===== src/rtl/rbep_fifo.sv =====
module rbep_fifo #(
  parameter int unsigned Width = 8,
  parameter int unsigned Depth = 2
) (
  input  logic             clk_i,
  input  logic             rst_ni,
  input  logic             push_i,
  input  logic [Width-1:0] data_i,
  output logic             full_o,
  input  logic             pop_i,
  output logic [Width-1:0] data_o,
  output logic             empty_o
);

  localparam int unsigned PtrW = (Depth > 1) ? $clog2(Depth) : 1;
  localparam int unsigned CntW = $clog2(Depth + 1);

  logic [Width-1:0] mem_q [Depth];
  logic [PtrW-1:0]  wptr_q, wptr_d, rptr_q, rptr_d;
  logic [CntW-1:0]  cnt_q, cnt_d;
  logic             do_push, do_pop;

  assign full_o  = (cnt_q == CntW'(Depth));
  assign empty_o = (cnt_q == '0);
  assign do_push = push_i && !full_o;
  assign do_pop  = pop_i && !empty_o;
  assign data_o  = mem_q[rptr_q];

  always_comb begin
    wptr_d = wptr_q;
    rptr_d = rptr_q;
    cnt_d  = cnt_q;
    if (do_push) begin
      wptr_d = (wptr_q == PtrW'(Depth - 1)) ? '0 : wptr_q + 1'b1;
    end
    if (do_pop) begin
      rptr_d = (rptr_q == PtrW'(Depth - 1)) ? '0 : rptr_q + 1'b1;
    end
    if (do_push && !do_pop) begin
      cnt_d = cnt_q + 1'b1;
    end else if (do_pop && !do_push) begin
      cnt_d = cnt_q - 1'b1;
    end
  end

  always_ff @(posedge clk_i or negedge rst_ni) begin
    if (!rst_ni) begin
      wptr_q <= '0;
      rptr_q <= '0;
      cnt_q  <= '0;
    end else begin
      wptr_q <= wptr_d;
      rptr_q <= rptr_d;
      cnt_q  <= cnt_d;
    end
  end

  always_ff @(posedge clk_i) begin
    if (do_push) begin
      mem_q[wptr_q] <= data_i;
    end
  end

endmodule


===== config.mk =====
export PLATFORM = sky130hd
export DESIGN_NAME = rbep_fifo
export DESIGN_NICKNAME = d
export VERILOG_FILES = /design/src/rtl/rbep_fifo.sv
export SDC_FILE = /design/constraint.sdc
export NUM_CORES = 1
export LEC_CHECK = 0
export ABC_CLOCK_PERIOD_IN_PS = 1400
export BUFFER_PORTS_ARGS = -buffer_cell sky130_fd_sc_hd__buf_2
export CAP_MARGIN = 15
export CORE_MARGIN = 2
export CORE_UTILIZATION = 44
export CTS_CLUSTER_DIAMETER = 150
export DETAILED_ROUTE_END_ITERATION = 10
export GPL_TIMING_DRIVEN = 0
export PLACE_DENSITY_LB_ADDON = 0.1
export SLEW_MARGIN = 20
export SYNTH_ARGS = -nofsm -noshare
export SYNTH_HDL_FRONTEND = slang
export SYNTH_SLANG_ARGS = --single-unit

===== constraint.sdc =====
create_clock -name clk_i -period 1.4 [get_ports clk_i]
set_clock_uncertainty 0.05 [all_clocks]
set_input_delay 0.14 -clock clk_i [delete_from_list [all_inputs] [get_ports clk_i]]
set_output_delay 0.14 -clock clk_i [all_outputs]
set_load 0.05 [all_outputs]

Word level (Yosys, flattened, before mapping). Memories as Yosys holds them, arrays and structs flattened. Index checks and enable logic that the tools add are counted. W data, S select, Z words.

Latch bits: 0. Output and inout port bits: 10. Memory bits (writable): 16. Bits in read-only memories: 0. Memories: 1. Bits in registers: 4.

Memory list: mem_q (depth 2, bits a word 8, rd ports 1, clocked after memory_dff 0, wr ports 1, RTL line 18) `logic [Width-1:0] mem_q [Depth];`.

Div/mod/pow operators: 0. Shifts and indexed selects: 0. Mux-type cells: 6. Magnitude comparators: 0. Equal/unequal tests: 1. Reduce and logical (&&, ||, !) cells: 10. Bitwise logic cells: 0. $add $sub $neg: 4. Multiply operators: 0.

Operators by type and width (count): $logic_and A1 B1 Y1 (4); $logic_not A1 Y1 (4); $mux W1 (4); $mux W2 (2); $add A1 B1 Y1 const B (2); $add A2 B1 Y2 const B (1); $eq A2 B2 Y1 const B (1); $logic_not A2 Y1 (1); $reduce_bool A2 Y1 (1); $sub A2 B1 Y2 const B (1).

Depth between registers and ports, before layout.
Word-level depth: 7. Depth in mapped cells: 7. Gate-level depth less buffers: 7.

Worst setup path after synthesis. Ideal clock, no wire load.

Kind: reg2reg. Start: register cnt_q[0]. End: memory mem_q[0][0] (enable). Setup time: 370 ps. Arrival time: 1022 ps. Stages on the path, launching flop included: 4. Path slack: -42 ps. Required time: 980 ps. Path through: dfrtp_1 > nand2b_1 > nand2_2 > nor2_1.

Cells in the longest elaborated chain, start to end: 5.

RTL lines: start: declaration (RTL line 20) `logic [CntW-1:0] cnt_q, cnt_d;`; start signal: assignment (RTL line 54) `cnt_q <= cnt_d;`; $eq A2 B2 Y1 (RTL line 23) `assign full_o = (cnt_q == CntW'(Depth));`; $logic_not A1 Y1 (RTL line 25) `assign do_push = push_i && !full_o;`; $logic_and A1 B1 Y1 (RTL line 25); $mux W1 (RTL line 59) `if (do_push) begin`; $mux W1 (not written as such) (RTL line 60) `mem_q[wptr_q] <= data_i;`; end: declaration (RTL line 18).

No other way between the ends.

Final worst setup path.
Start: register rptr_q. End: output data_o[7].

Cells in the longest elaborated chain, start to end: 1.

RTL lines: start: declaration (RTL line 19) `logic [PtrW-1:0] wptr_q, wptr_d, rptr_q, rptr_d;`; start signal: assignment (RTL line 53) `rptr_q <= rptr_d;`; $mem_v2 Z2 W8; end: declaration (RTL line 11) `output logic [Width-1:0] data_o,`.

No other way between the ends.

==> impl_metrics.prom <==
# TYPE chip_impl_metric gauge
chip_impl_metric{name="synth.yosys.warnings",unit=""} 0
chip_impl_metric{name="drtIter0Drc",unit=""} 6
chip_impl_metric{name="syn_area",unit="sq um"} 782
chip_impl_metric{name="clk_transition_reported_paths",unit="ns"} 0.11
chip_impl_metric{name="final.min_clock_period",unit="ns"} 1.53
chip_impl_metric{name="drt_pass1_iterations",unit=""} 3
chip_impl_metric{name="global_route.usage.total",unit="%"} 15.0
chip_impl_metric{name="power.density_cell_area",unit="nW/um^2"} 2440
chip_impl_info{name="yosysTopAreaCell",value="edfxtp_1"} 1
chip_impl_metric{name="route.final.wire_length",unit="mm"} 1.35
chip_impl_metric{name="worstMarginPinSlew",unit="ns"} 0.261
chip_impl_metric{name="ant_nets",unit=""} 0
chip_impl_metric{name="core-area",unit="sq um"} 1690
chip_impl_metric{name="wire_per_inst",unit="um"} 13.6
chip_impl_metric{name="critical_path_required",unit="ns"} 1.21
chip_impl_info{name="rsz0062_at_grt",value="yes"} 1
chip_impl_metric{name="postSynthCellCount",unit=""} 44
chip_impl_metric{name="max-cap-violations",unit=""} 0
chip_impl_metric{name="first_pass_grt_wire_length",unit="mm"} 2.07
chip_impl_metric{name="cts_num_sinks",unit=""} 20
chip_impl_metric{name="cts-buffers-inserted",unit=""} 3
chip_impl_metric{name="finalSetupViolations",unit=""} 9
chip_impl_metric{name="detailed_place_hpwl",unit="um"} 791
chip_impl_metric{name="routed_via_density",unit=""} 4.90
chip_impl_metric{name="dr_total_vias",unit=""} 485
chip_impl_metric{name="final_cell_area_excluding_filler_cells",unit="sq um"} 1230
chip_impl_metric{name="level_count_of_the_clock_h_tree",unit=""} 1
chip_impl_metric{name="fp.dieH",unit="um"} 46.2
chip_impl_metric{name="io_pins",unit=""} 22
chip_impl_metric{name="finalSetupTns",unit="ns"} -0.935
chip_impl_info{name="final_common_cell",value="edfxtp_1"} 1
chip_impl_metric{name="floorplan.die_area",unit="sq um"} 2130
chip_impl_metric{name="clock.fmax",unit="MHz"} 655
chip_impl_info{name="violations",value="setup timing"} 1
chip_impl_metric{name="synth.avg_cell_area",unit="sq um"} 17.8
chip_impl_metric{name="timing_hold_violations_final",unit=""} 0
chip_impl_info{name="cts_tree",value="done"} 1
chip_impl_metric{name="port-buffer-count",unit=""} 21
chip_impl_metric{name="fin_crit_sh",unit="%"} 109
chip_impl_metric{name="rows",unit=""} 15
chip_impl_metric{name="final_core_utilization",unit="%"} 72.7
chip_impl_metric{name="p_leak",unit="nW"} 0.528
chip_impl_metric{name="antenna_cells",unit=""} 0
chip_impl_metric{name="fillers",unit=""} 122
chip_impl_metric{name="count_of_distinct_cell_types_in_the_synthesized_netlist",unit=""} 15
chip_impl_info{name="endpoint_kind",value="output pin"} 1
chip_impl_metric{name="area_delta_synth_final",unit="%"} 57.1
chip_impl_metric{name="antenna_found_initial",unit=""} 0
chip_impl_metric{name="nets_finish",unit=""} 96
chip_impl_info{name="startpoint_type",value="flop"} 1
chip_impl_metric{name="die-width",unit="um"} 46.2
chip_impl_metric{name="grt_overflow_total",unit=""} 0
chip_impl_metric{name="ys_seq_area_share",unit="%"} 74.2
chip_impl_metric{name="drive_above_1_share",unit="%"} 58.5
chip_impl_metric{name="arrival",unit="ns"} 1.34
chip_impl_info{name="run_status",value="complete, but fails checks"} 1
chip_impl_info{name="critical_path_class",value="flop to output pin"} 1
chip_impl_info{name="mostFrequentLayoutCells",value="edfxtp_1, buf_2, buf_6, dlygate4sd3_1, mux2_4"} 1
chip_impl_metric{name="final_setup_slack_of_the_worst_path",unit="ns"} -0.127
chip_impl_metric{name="crit_path_max_fanout",unit=""} 5
chip_impl_metric{name="clockBufferDepth",unit=""} 2
chip_impl_metric{name="worstSkewPairLatency",unit="ns"} 0.30
chip_impl_metric{name="yosysTopAreaCellShare",unit="%"} 61.4
chip_impl_metric{name="grt_max_degree",unit=""} 13
chip_impl_metric{name="final-seq-area",unit="sq um"} 582
chip_impl_metric{name="place.gp.congestion",unit=""} 0.622
chip_impl_metric{name="drc",unit=""} 0
chip_impl_info{name="cts_root_buf",value="clkbuf_4"} 1
chip_impl_metric{name="grt_pass1_vias",unit=""} 459
chip_impl_metric{name="place_ws",unit="ns"} -0.103
chip_impl_info{name="ys_top_cells_by_area",value="edfxtp_1, dfrtp_1, mux2_1"} 1
chip_impl_metric{name="mappedNetlistNets",unit=""} 57
chip_impl_metric{name="yosys_register_bits",unit=""} 20
chip_impl_metric{name="vdd_drop_max",unit="mV"} 1.73
chip_impl_metric{name="initial_core_util",unit="%"} 46.3
chip_impl_metric{name="multi_input_area",unit="sq um"} 259
chip_impl_metric{name="placed_area",unit="sq um"} 918
chip_impl_metric{name="slew_headroom",unit="%"} 82.6
chip_impl_info{name="hp-class",value="input port to flop"} 1
chip_impl_metric{name="slew_viol_final",unit=""} 0
-- routing by layer --
layer	track usage [%]	share of wire, %
met1	17.1	43
met4	8.57	1.9
met3	3.53	3.0
met5	0	0
met2	25.6	52
-- final cells by class --
| class | count | share of cell area (%) |
|---|---|---|
| multi-input cells | 21 | 21.1 |
| clock buffers | 3 | 1.83 |
| well taps | 17 | 1.73 |
| plain buffers | 1 | 0.916 |
| flip-flops and latches | 20 | 47.4 |
| clock inverters | 1 | 2.44 |
| repair buffers | 34 | 24.0 |
| inverters | 2 | 0.611 |
-- final timing paths --
check | start | to | slack (ns) | depth (start not counted)
max in group asynchronous | rst_ni | cnt_q[0]$_DFFE_PN0P_ | 1.03 | 2
worst max register to register | cnt_q[0]$_DFFE_PN0P_ | cnt_q[1]$_DFFE_PN0P_ | -0.01 | 7
min in group asynchronous | rst_ni | wptr_q$_DFFE_PN0N_ | 0.13 | 2
worst max-delay path | rptr_q$_DFFE_PN0P_ | data_o[7] | -0.13 | 3
worst min register to register | wptr_q$_DFFE_PN0N_ | wptr_q$_DFFE_PN0N_ | 0.53 | 1
worst min-delay path | pop_i | rptr_q$_DFFE_PN0P_ | 0.1 | 3
-- worst max-delay path, stage by stage (launching register included) --
cell and delay [ns]:
dfrtp_1 0.43, buf_6 0.15, mux2_4 0.31, buf_8 0.15
-- per-stage QoR --
stage	hold WS (ns)	total power, mW	instances
2_1_floorplan	-0.206	1.82	44
3_3_place_gp	-0.0977	2.03	82
3_5_place_dp	-0.0943	2.04	82
4_1_cts	0.0849	2.82	98
5_1_grt	0.0929	3.14	99
6_report	0.0957	3.00	99
-- report_power, final --
| group | leakage, nW | internal (mW) | switching (mW) |
|---|---|---|---|
| Clock | 0.0279 | 0.289 | 0.171 |
| Combinational | 0.306 | 0.735 | 0.863 |
| Sequential | 0.194 | 0.834 | 0.109 |
| Total | 0.528 | 1.86 | 1.14 |
-- synthesized netlist by cell type --
library cell and n:
and3_1 1, inv_1 2, xnor2_2 1, nand2b_1 1, dfrtp_1 4, xnor2_1 2
mux2_2 2, ha_1 1, xor2_1 2, nand2_2 1, nor2_1 3, edfxtp_1 16
o21ai_1 1, mux2_1 6, buf_2 1
-- sequential cells by signal (all words and copies together), names as in the netlist --
register and flops:
mem_q 16, rptr_q 1, wptr_q 1, cnt_q 2
-- cell families (layout without fill, tap and decap cells) --
logic type,count (synthesis),in the layout,share of synthesized area (%)
AOI/OAI and AO/OA,1,1,0.639
and+or+nand+nor,6,6,3.84
xor gates and xnor gates,5,5,6.56
adders and majority gates,1,1,1.60
buffers and inverters,3,41,1.60
DFF,20,20,74.2
muxes,8,8,11.5
-- timing repair --
action,4_1_cts,5_1_grt
resized for setup,27,16
pin swaps,3,1
gates cloned,0,1
buffers inserted,3,0
hold endpoints to repair,20,0
setup endpoints to repair,26,19
hold buffers,9,0
Note: power is estimated with default switching activity, not from simulation.
