$ cat config.mk
export PLATFORM = sky130hd
export DESIGN_NAME = rbep_front
export DESIGN_NICKNAME = d
export VERILOG_FILES = /design/src/rtl/rbep_pkg.sv /design/src/rtl/rbep_front.sv
export SDC_FILE = /design/constraint.sdc
export NUM_CORES = 1
export LEC_CHECK = 0
export BUFFER_PORTS_ARGS = -buffer_cell sky130_fd_sc_hd__buf_2
export CORE_AREA = 2 2 257 259
export DETAILED_ROUTE_END_ITERATION = 8
export DIE_AREA = 0 0 259 261
export PLACE_DENSITY = 0.8
export SYNTH_ARGS = -nofsm -noshare
export SYNTH_HDL_FRONTEND = slang
export SYNTH_SLANG_ARGS = --single-unit
$ cat constraint.sdc
create_clock -name clk_i -period 12.75 [get_ports clk_i]
set_clock_uncertainty 0.1 [all_clocks]
set_input_delay 1.275 -clock clk_i [delete_from_list [all_inputs] [get_ports clk_i]]
set_output_delay 1.275 -clock clk_i [all_outputs]
set_load 0.05 [all_outputs]
$ cat src/rtl/rbep_pkg.sv
package rbep_pkg;

  localparam int unsigned POS_W = 32;
  localparam int unsigned DIR_W = 24;
  localparam int unsigned MAG_W = 24;
  localparam int unsigned NUM_W = 32;
  localparam int unsigned FRAC_W = 16;
  localparam int unsigned QUO_W = NUM_W + FRAC_W;
  localparam int unsigned MARGIN_W = 16;
  localparam int unsigned CFG_IDX_W = 3;
  localparam int unsigned CFG_DATA_W = 32;
  localparam int unsigned MID_DEPTH = 2;
  localparam int unsigned OUT_DEPTH = 2;

  typedef enum logic [CFG_IDX_W-1:0] {
    CfgBoxXLow  = 3'd0,
    CfgBoxXHigh = 3'd1,
    CfgBoxYLow  = 3'd2,
    CfgBoxYHigh = 3'd3,
    CfgBoxZLow  = 3'd4,
    CfgBoxZHigh = 3'd5,
    CfgMargin   = 3'd6
  } cfg_idx_e;

  typedef struct packed {
    logic signed [POS_W-1:0] start_x;
    logic signed [POS_W-1:0] start_y;
    logic signed [POS_W-1:0] start_z;
    logic signed [DIR_W-1:0] dir_x;
    logic signed [DIR_W-1:0] dir_y;
    logic signed [DIR_W-1:0] dir_z;
  } rbep_in_t;

  typedef struct packed {
    logic signed [POS_W-1:0] exit_x;
    logic signed [POS_W-1:0] exit_y;
    logic signed [POS_W-1:0] exit_z;
    logic                    outside_box;
  } rbep_out_t;

  typedef struct packed {
    logic [2:0][POS_W-1:0]  box_lo;
    logic [2:0][POS_W-1:0]  box_hi;
    logic [MARGIN_W-1:0]    margin;
  } cfg_t;

  typedef struct packed {
    logic [POS_W-1:0] pos;
    logic             neg;
    logic             zero;
    logic [MAG_W-1:0] mag;
    logic [NUM_W-1:0] num;
  } axis_t;

  typedef struct packed {
    logic             outside;
    axis_t [2:0]      ax;
  } cls_t;

endpackage

$ cat src/rtl/rbep_front.sv
module rbep_front (
  input  logic              clk_i,
  input  logic              rst_ni,
  input  rbep_pkg::cfg_t    cfg_i,
  input  logic              push_i,
  input  rbep_pkg::rbep_in_t data_i,
  output logic              full_o,
  output logic              mid_push_o,
  output rbep_pkg::cls_t    mid_data_o,
  input  logic              mid_full_i
);

  import rbep_pkg::*;

  localparam int unsigned ExtW = POS_W + 2;

  logic [2:0][POS_W-1:0] pos;
  logic [2:0][DIR_W-1:0] dir;
  cls_t                  cls;
  cls_t                  fr_q;
  logic                  fr_v_q, fr_v_d;
  logic                  accept;

  assign pos = {data_i.start_z, data_i.start_y, data_i.start_x};
  assign dir = {data_i.dir_z, data_i.dir_y, data_i.dir_x};

  always_comb begin
    logic signed [ExtW-1:0] lo, hi, p;
    logic [ExtW-1:0]        diff;
    cls.outside = 1'b0;
    for (int k = 0; k < 3; k++) begin
      p    = ExtW'($signed(pos[k]));
      lo   = ExtW'($signed(cfg_i.box_lo[k])) + $signed({2'b00, 16'h0, cfg_i.margin});
      hi   = ExtW'($signed(cfg_i.box_hi[k])) - $signed({2'b00, 16'h0, cfg_i.margin});
      if (p < lo || p > hi) begin
        cls.outside = 1'b1;
      end
      diff = dir[k][DIR_W-1] ? ExtW'(p - lo) : ExtW'(hi - p);
      cls.ax[k].pos  = pos[k];
      cls.ax[k].neg  = dir[k][DIR_W-1];
      cls.ax[k].zero = (dir[k] == '0);
      cls.ax[k].mag  = dir[k][DIR_W-1] ? MAG_W'(-dir[k]) : MAG_W'(dir[k]);
      cls.ax[k].num  = diff[NUM_W-1:0];
    end
  end

  assign full_o     = fr_v_q && mid_full_i;
  assign accept     = push_i && !full_o;
  assign mid_push_o = fr_v_q;
  assign mid_data_o = fr_q;
  assign fr_v_d     = accept ? 1'b1 : (fr_v_q && mid_full_i);

  always_ff @(posedge clk_i or negedge rst_ni) begin
    if (!rst_ni) begin
      fr_v_q <= 1'b0;
    end else begin
      fr_v_q <= fr_v_d;
    end
  end

  always_ff @(posedge clk_i) begin
    if (accept) begin
      fr_q <= cls;
    end
  end

endmodule

# After elaboration in Yosys (flattened, before gate mapping)
# Cells that the tools add are included.
[classes]
addsub = 15
n_reduce_logical = 10
order_cmp = 6
mux = 8
[ops]
columns = ["cell", "n"]
rows = [
  ["32-bit subtractor", 6],
  ["32-bit by 17-bit adder with 33-bit output", 3],
  ["32-bit by 33-bit greater-than comparator with 1-bit output", 3],
  ["32-bit by 33-bit < comparator with 1-bit output", 3],
  ["32-bit by 17-bit subtractor with 33-bit output", 3],
  ["32-bit 2-to-1 mux", 3],
  ["24-bit logical NOT", 3],
  ["24-bit negation", 3],
  ["23-bit 2-to-1 mux", 3],
  ["1-bit logical OR", 3],
  ["1-bit logical AND", 2],
  ["1-bit 2-to-1 mux", 2],
  ["2-bit OR reduction", 1],
  ["1-bit logical NOT", 1],
]
[word_totals]
out_inout_bits = 273
register_bits = 272

# Logic depth before layout (Yosys ltp)
[logic_depth]
word_depth = 4
depth_mapped = 24
ltp_nobuf = 23

# Worst setup path before layout
# OpenSTA, ideal clock, no wires.
[synth_timing]
kind = "in2reg"
start = "in mid_full_i"
end = "reg fr_q, in the netlist mid_data_o[0] (enable)"
setup_ps = 934
arrival_ps = 13459
slack_ps = -1743
cell_stages = 2
path_buffers = 0
cell_sequence = "and2_1 -> nor2b_1"
[synth_via]
elab_chain_cells = 3
[synth_rtl]
columns = ["item", "line_no", "rtl"]
rows = [
  ["start: declaration", "rbep_front.sv:10", "input logic mid_full_i"],
  ["1-bit logical AND", "rbep_front.sv:47", "assign full_o = fr_v_q && mid_full_i;"],
  ["1-bit logical NOT", "rbep_front.sv:48", "assign accept = push_i && !full_o;"],
  ["1-bit logical AND", "rbep_front.sv:48", ""],
  ["named net accept", "rbep_front.sv:22", "logic accept;"],
  ["end signal: assignment", "rbep_front.sv:63", "fr_q <= cls;"],
  ["end: declaration", "rbep_front.sv:20", "cls_t fr_q;"],
]
# The timed path passes the listed nets, and every way through them passes these cells.
# A chain may end at the register's enable or synchronous reset.

# Worst setup path after layout
[layout_timing]
start = "in cfg_i[1] in the netlist's numbering"
end = "reg fr_q, in the netlist mid_data_o[270] (data pin)"
[layout_via]
elab_chain_cells = 4
elab_cells_between_ends = 17
classes_between = "add/sub (6); order compare (6); mux (1); reduce/logical (4)"
[layout_rtl]
columns = ["item", "line_no", "rtl"]
rows = [
  ["start: declaration", "rbep_front.sv:4", "input rbep_pkg::cfg_t cfg_i,"],
  ["32-bit by 17-bit adder with 33-bit output or 32-bit by 17-bit subtractor with 33-bit output (tied branches)", "rbep_front.sv:33, rbep_front.sv:34", ""],
  ["32-bit by 33-bit < comparator with 1-bit output or 32-bit by 33-bit greater-than comparator with 1-bit output (tied branches)", "rbep_front.sv:35", "if (p < lo || p > hi) begin"],
  ["1-bit logical OR", "rbep_front.sv:35", ""],
  ["1-bit 2-to-1 mux or 2-bit OR reduction (tied branches)", "--", ""],
]
# Several ways; a longest one is shown, not always the timed one.

==> results.ini <==
[outcome]
status = finished clean

[timing]
whs_ns = 0.3954
period_share = 0.5160
setup_violations = 0
rsz0062_at_grt = no
max_freq_mhz = 152.0
tns_ns = 0
hold_viol = 0
worst_slew_pin_slew_ns = 1.117
relSlewSlack = 0.2502
finalCriticalPeriod_ns = 6.579
slew_violations = 0

[cts]
cts_hold_buf = 0
clock_latency_ns = 0.55
ctsHtreeMaxLevel = 2
clockRootBuffer = clkbuf_16
cts.clk_slew.worst_paths_ns = 0.06
cts_tree = done
cts_sinks = 272
cts_buffer_depth = 3
postCtsSetupRepairBufs = 0
cts_buffers = 34
cts_resized = 0

[critical_path]
path_cells = buf_2 > inv_1 > fa_1 > a21o_1 > a21oi_1 > nand2b_1 > a211o_1 > a31oi_1 > o2111ai_1 > nand3_2 > nor4_1 > xor2_1 > ha_1 > nand4_1 > nor2_1 > nand2_1 > or3_1 > o22ai_1 > a31oi_1 > a2111oi_0 > nand4_1 > nand4b_1
required_ns = 12.93
critical_path_depth = 22
r2r_cells = 4
cp-start-kind = input pin
arrival_ns = 6.76
crit_buf_inv = 2
critPathMaxFanout = 8
critPathCaptureType = flop
path_delay_family = simple AND/OR/NAND/NOR gates
cpMaxStageDelayCell = nor4_1
cp_slowest_stage_delay_ns = 0.60
worstSetupPathType = in2reg

[power]
p_clk_frac = 0.230
pwr-share-comb = 0.497
p_sw_mw = 1.779
p_int_mw = 2.388
p_leak_nw = 15.62
p_seq_frac = 0.273
powerDensity_nw_per_um2 = 121.6
design_power_total_mw = 4.167
power.switching_fraction = 0.4270
ir_drop_uv = 102.6

[finish]
area_growth_pct = 18.18
final_cell_mix = 652 x buf_2, 390 x ha_1, 279 x xnor2_1, 271 x edfxtp_1, 261 x inv_1
final_common_cell = buf_2
drive_gt1_frac = 0.2038
layout.nets = 4663
final_cell_area_sq_um = 34280

[flow_run]
max_cap_violations = 0

[grt]
grt_usage = 0.2834
grt_pass1_wl_um = 147000
grt_pass1_vias = 25810
grt-ovfl-total = 0
grt_max_degree = 83
antenna_found_initial = 31

[detailed_routing]
first_pass_iters = 5
via_count = 26980
detail-route-antenna-nets = 0
wl_per_cell_um = 21.06
wirelength_um = 100700
via_per_inst = 5.641
drc = 0
drtIter0Drc = 2183

[placed_design]
place_congestion = 0.9695
post_dp_cell_area_sq_um = 33180
io_buffers = 652
dp_hpwl_um = 83900

[synthesis]
yosysSeqAreaShare = 0.2814
yosysUniqueCellTypes = 97
ys.flop_type = edfxtp_1
syn_nets = 4027
synth_area_sq_um = 29010
syn_area_per_cell_sq_um = 8.939
ys_ff_latch = 272
synth_cells = 3245
async_reset_ff_frac = 0.003676
ys_warn_count = 0
synth-edff-count = 271

[floorplan]
start_util = 0.4460
fp-row-count = 94
fp.dieH_um = 261
dieArea_sq_um = 67600
core_area_sq_um = 65040
ios = 653
die_w_um = 259

[hold_path]
hp-class = in2async

==> metrics by stage <==
| step | cells | util | worst slack, ns |
|---|---|---|---|
| after floorplan | 3245 | - | 3.451 |
| after global placement | 4709 | 0.5102 | 5.719 |
| after detailed placement | 4709 | 0.5102 | 5.584 |
| after CTS | 4769 | 0.5265 | 6.185 |
| after global routing | 4775 | 0.5268 | 5.697 |
| final | 4783 | 0.5271 | 6.171 |
==> Yosys cell counts, types with 7 or more instances <==
cell,number,share of area
ha_1,390,0.17
xnor2_1,279,0.084
edfxtp_1,271,0.28
inv_1,261,0.034
a21oi_1,247,0.043
nand2_1,224,0.029
o21ai_0,198,0.034
nor2_1,183,0.024
xor2_1,154,0.046
a21o_1,138,0.036
nor3_1,77,0.013
nand3_1,65,0.011
nand2b_1,57,0.012
clkbuf_1,48,0.0062
or3_1,44,0.0095
a211oi_1,39,0.010
o21bai_1,38,0.0098
nor2b_1,37,0.0080
o21a_1,36,0.0093
a31oi_1,34,0.0073
nand4_1,34,0.0073
and3_1,32,0.0069
o31ai_1,27,0.0070
mux2i_1,23,0.0079
nor4_1,22,0.0047
or2_2,22,0.0047
o211ai_1,15,0.0039
and2_1,14,0.0030
o41ai_1,14,0.0042
or4_1,13,0.0034
a31o_2,12,0.0036
fa_1,12,0.0083
o22ai_1,10,0.0022
o21ai_1,9,0.0016
a211o_1,8,0.0024
mux2_2,7,0.0027
nand3b_1,7,0.0018
nor3b_1,7,0.0018
o2111ai_1,7,0.0021
==> routing by layer <==
layer / wire length, um / up-vias / track usage
li1: - / 13100 / -
met5: 223 / - / 0
met3: 8060 / 230 / 0.06020
met4: 4808 / 34 / 0.1328
met2: 47850 / 1001 / 0.4883
met1: 39780 / 12610 / 0.3375
==> area by class of cell <==
| type | count | area [sq um] |
|---|---|---|
| repair buffers | 659 | 3316 |
| flip-flops and latches | 272 | 8163 |
| diodes | 14 | 35.03 |
| multi-input cells | 2649 | 19630 |
| well taps | 864 | 1081 |
| inverters | 265 | 994.7 |
| clock inverters | 20 | 166.4 |
| fillers | 5982 | 30760 |
| clock buffers | 40 | 894.6 |
==> cells by family (layout without fill, tap and decap cells) <==
family          count (synthesis)  in the layout  synth area share
compound gates                913            913            0.2048
xor+xnor                      433            433            0.1307
fa+ha+maj                     402            402            0.1765
buf+inv                       324            984           0.04214
flops                         272            272            0.2814
mux                            30             30           0.01065
other cells                     0             14                 0
simple gates                  871            871            0.1537
==> flip-flops by register name (all words and copies together), names as in the netlist <==
name        count
mid_data_o    271
mid_push_o      1
==> final timing paths <==
check	from	to	slack, ns
worst max-delay path	cfg_i[1]	mid_data_o[270]	6.17
worst min-delay path	rst_ni	mid_push_o	0.40
worst max register to register	mid_push_o	mid_data_o[245]	9.51
worst min register to register	mid_push_o	mid_push_o	0.64
max in group asynchronous	rst_ni	mid_push_o	12.07
min in group clk_i	mid_push_o	mid_push_o	0.64
==> power groups by stage <==
stage	Sequential [mW]	Clock [mW]	Combinational, mW
6_report	1.14	0.957	2.07
5_1_grt	1.14	1.00	2.25
4_1_cts	1.14	0.977	2.05
3_5_place_dp	1.15	0	2.04
3_3_place_gp	1.15	0	2.02
2_1_floorplan	1.46	0	1.19
==> worst reg2reg max path, delay by kind of cell, from the launching register on <==
kind / cells / cell delay [ns]
buffers and inverters: 2 / 1.57
AND/OR/NAND/NOR: 2 / 0.73
flip-flops: 1 / 0.38
No activity file was read; power rests on OpenSTA's default activity.
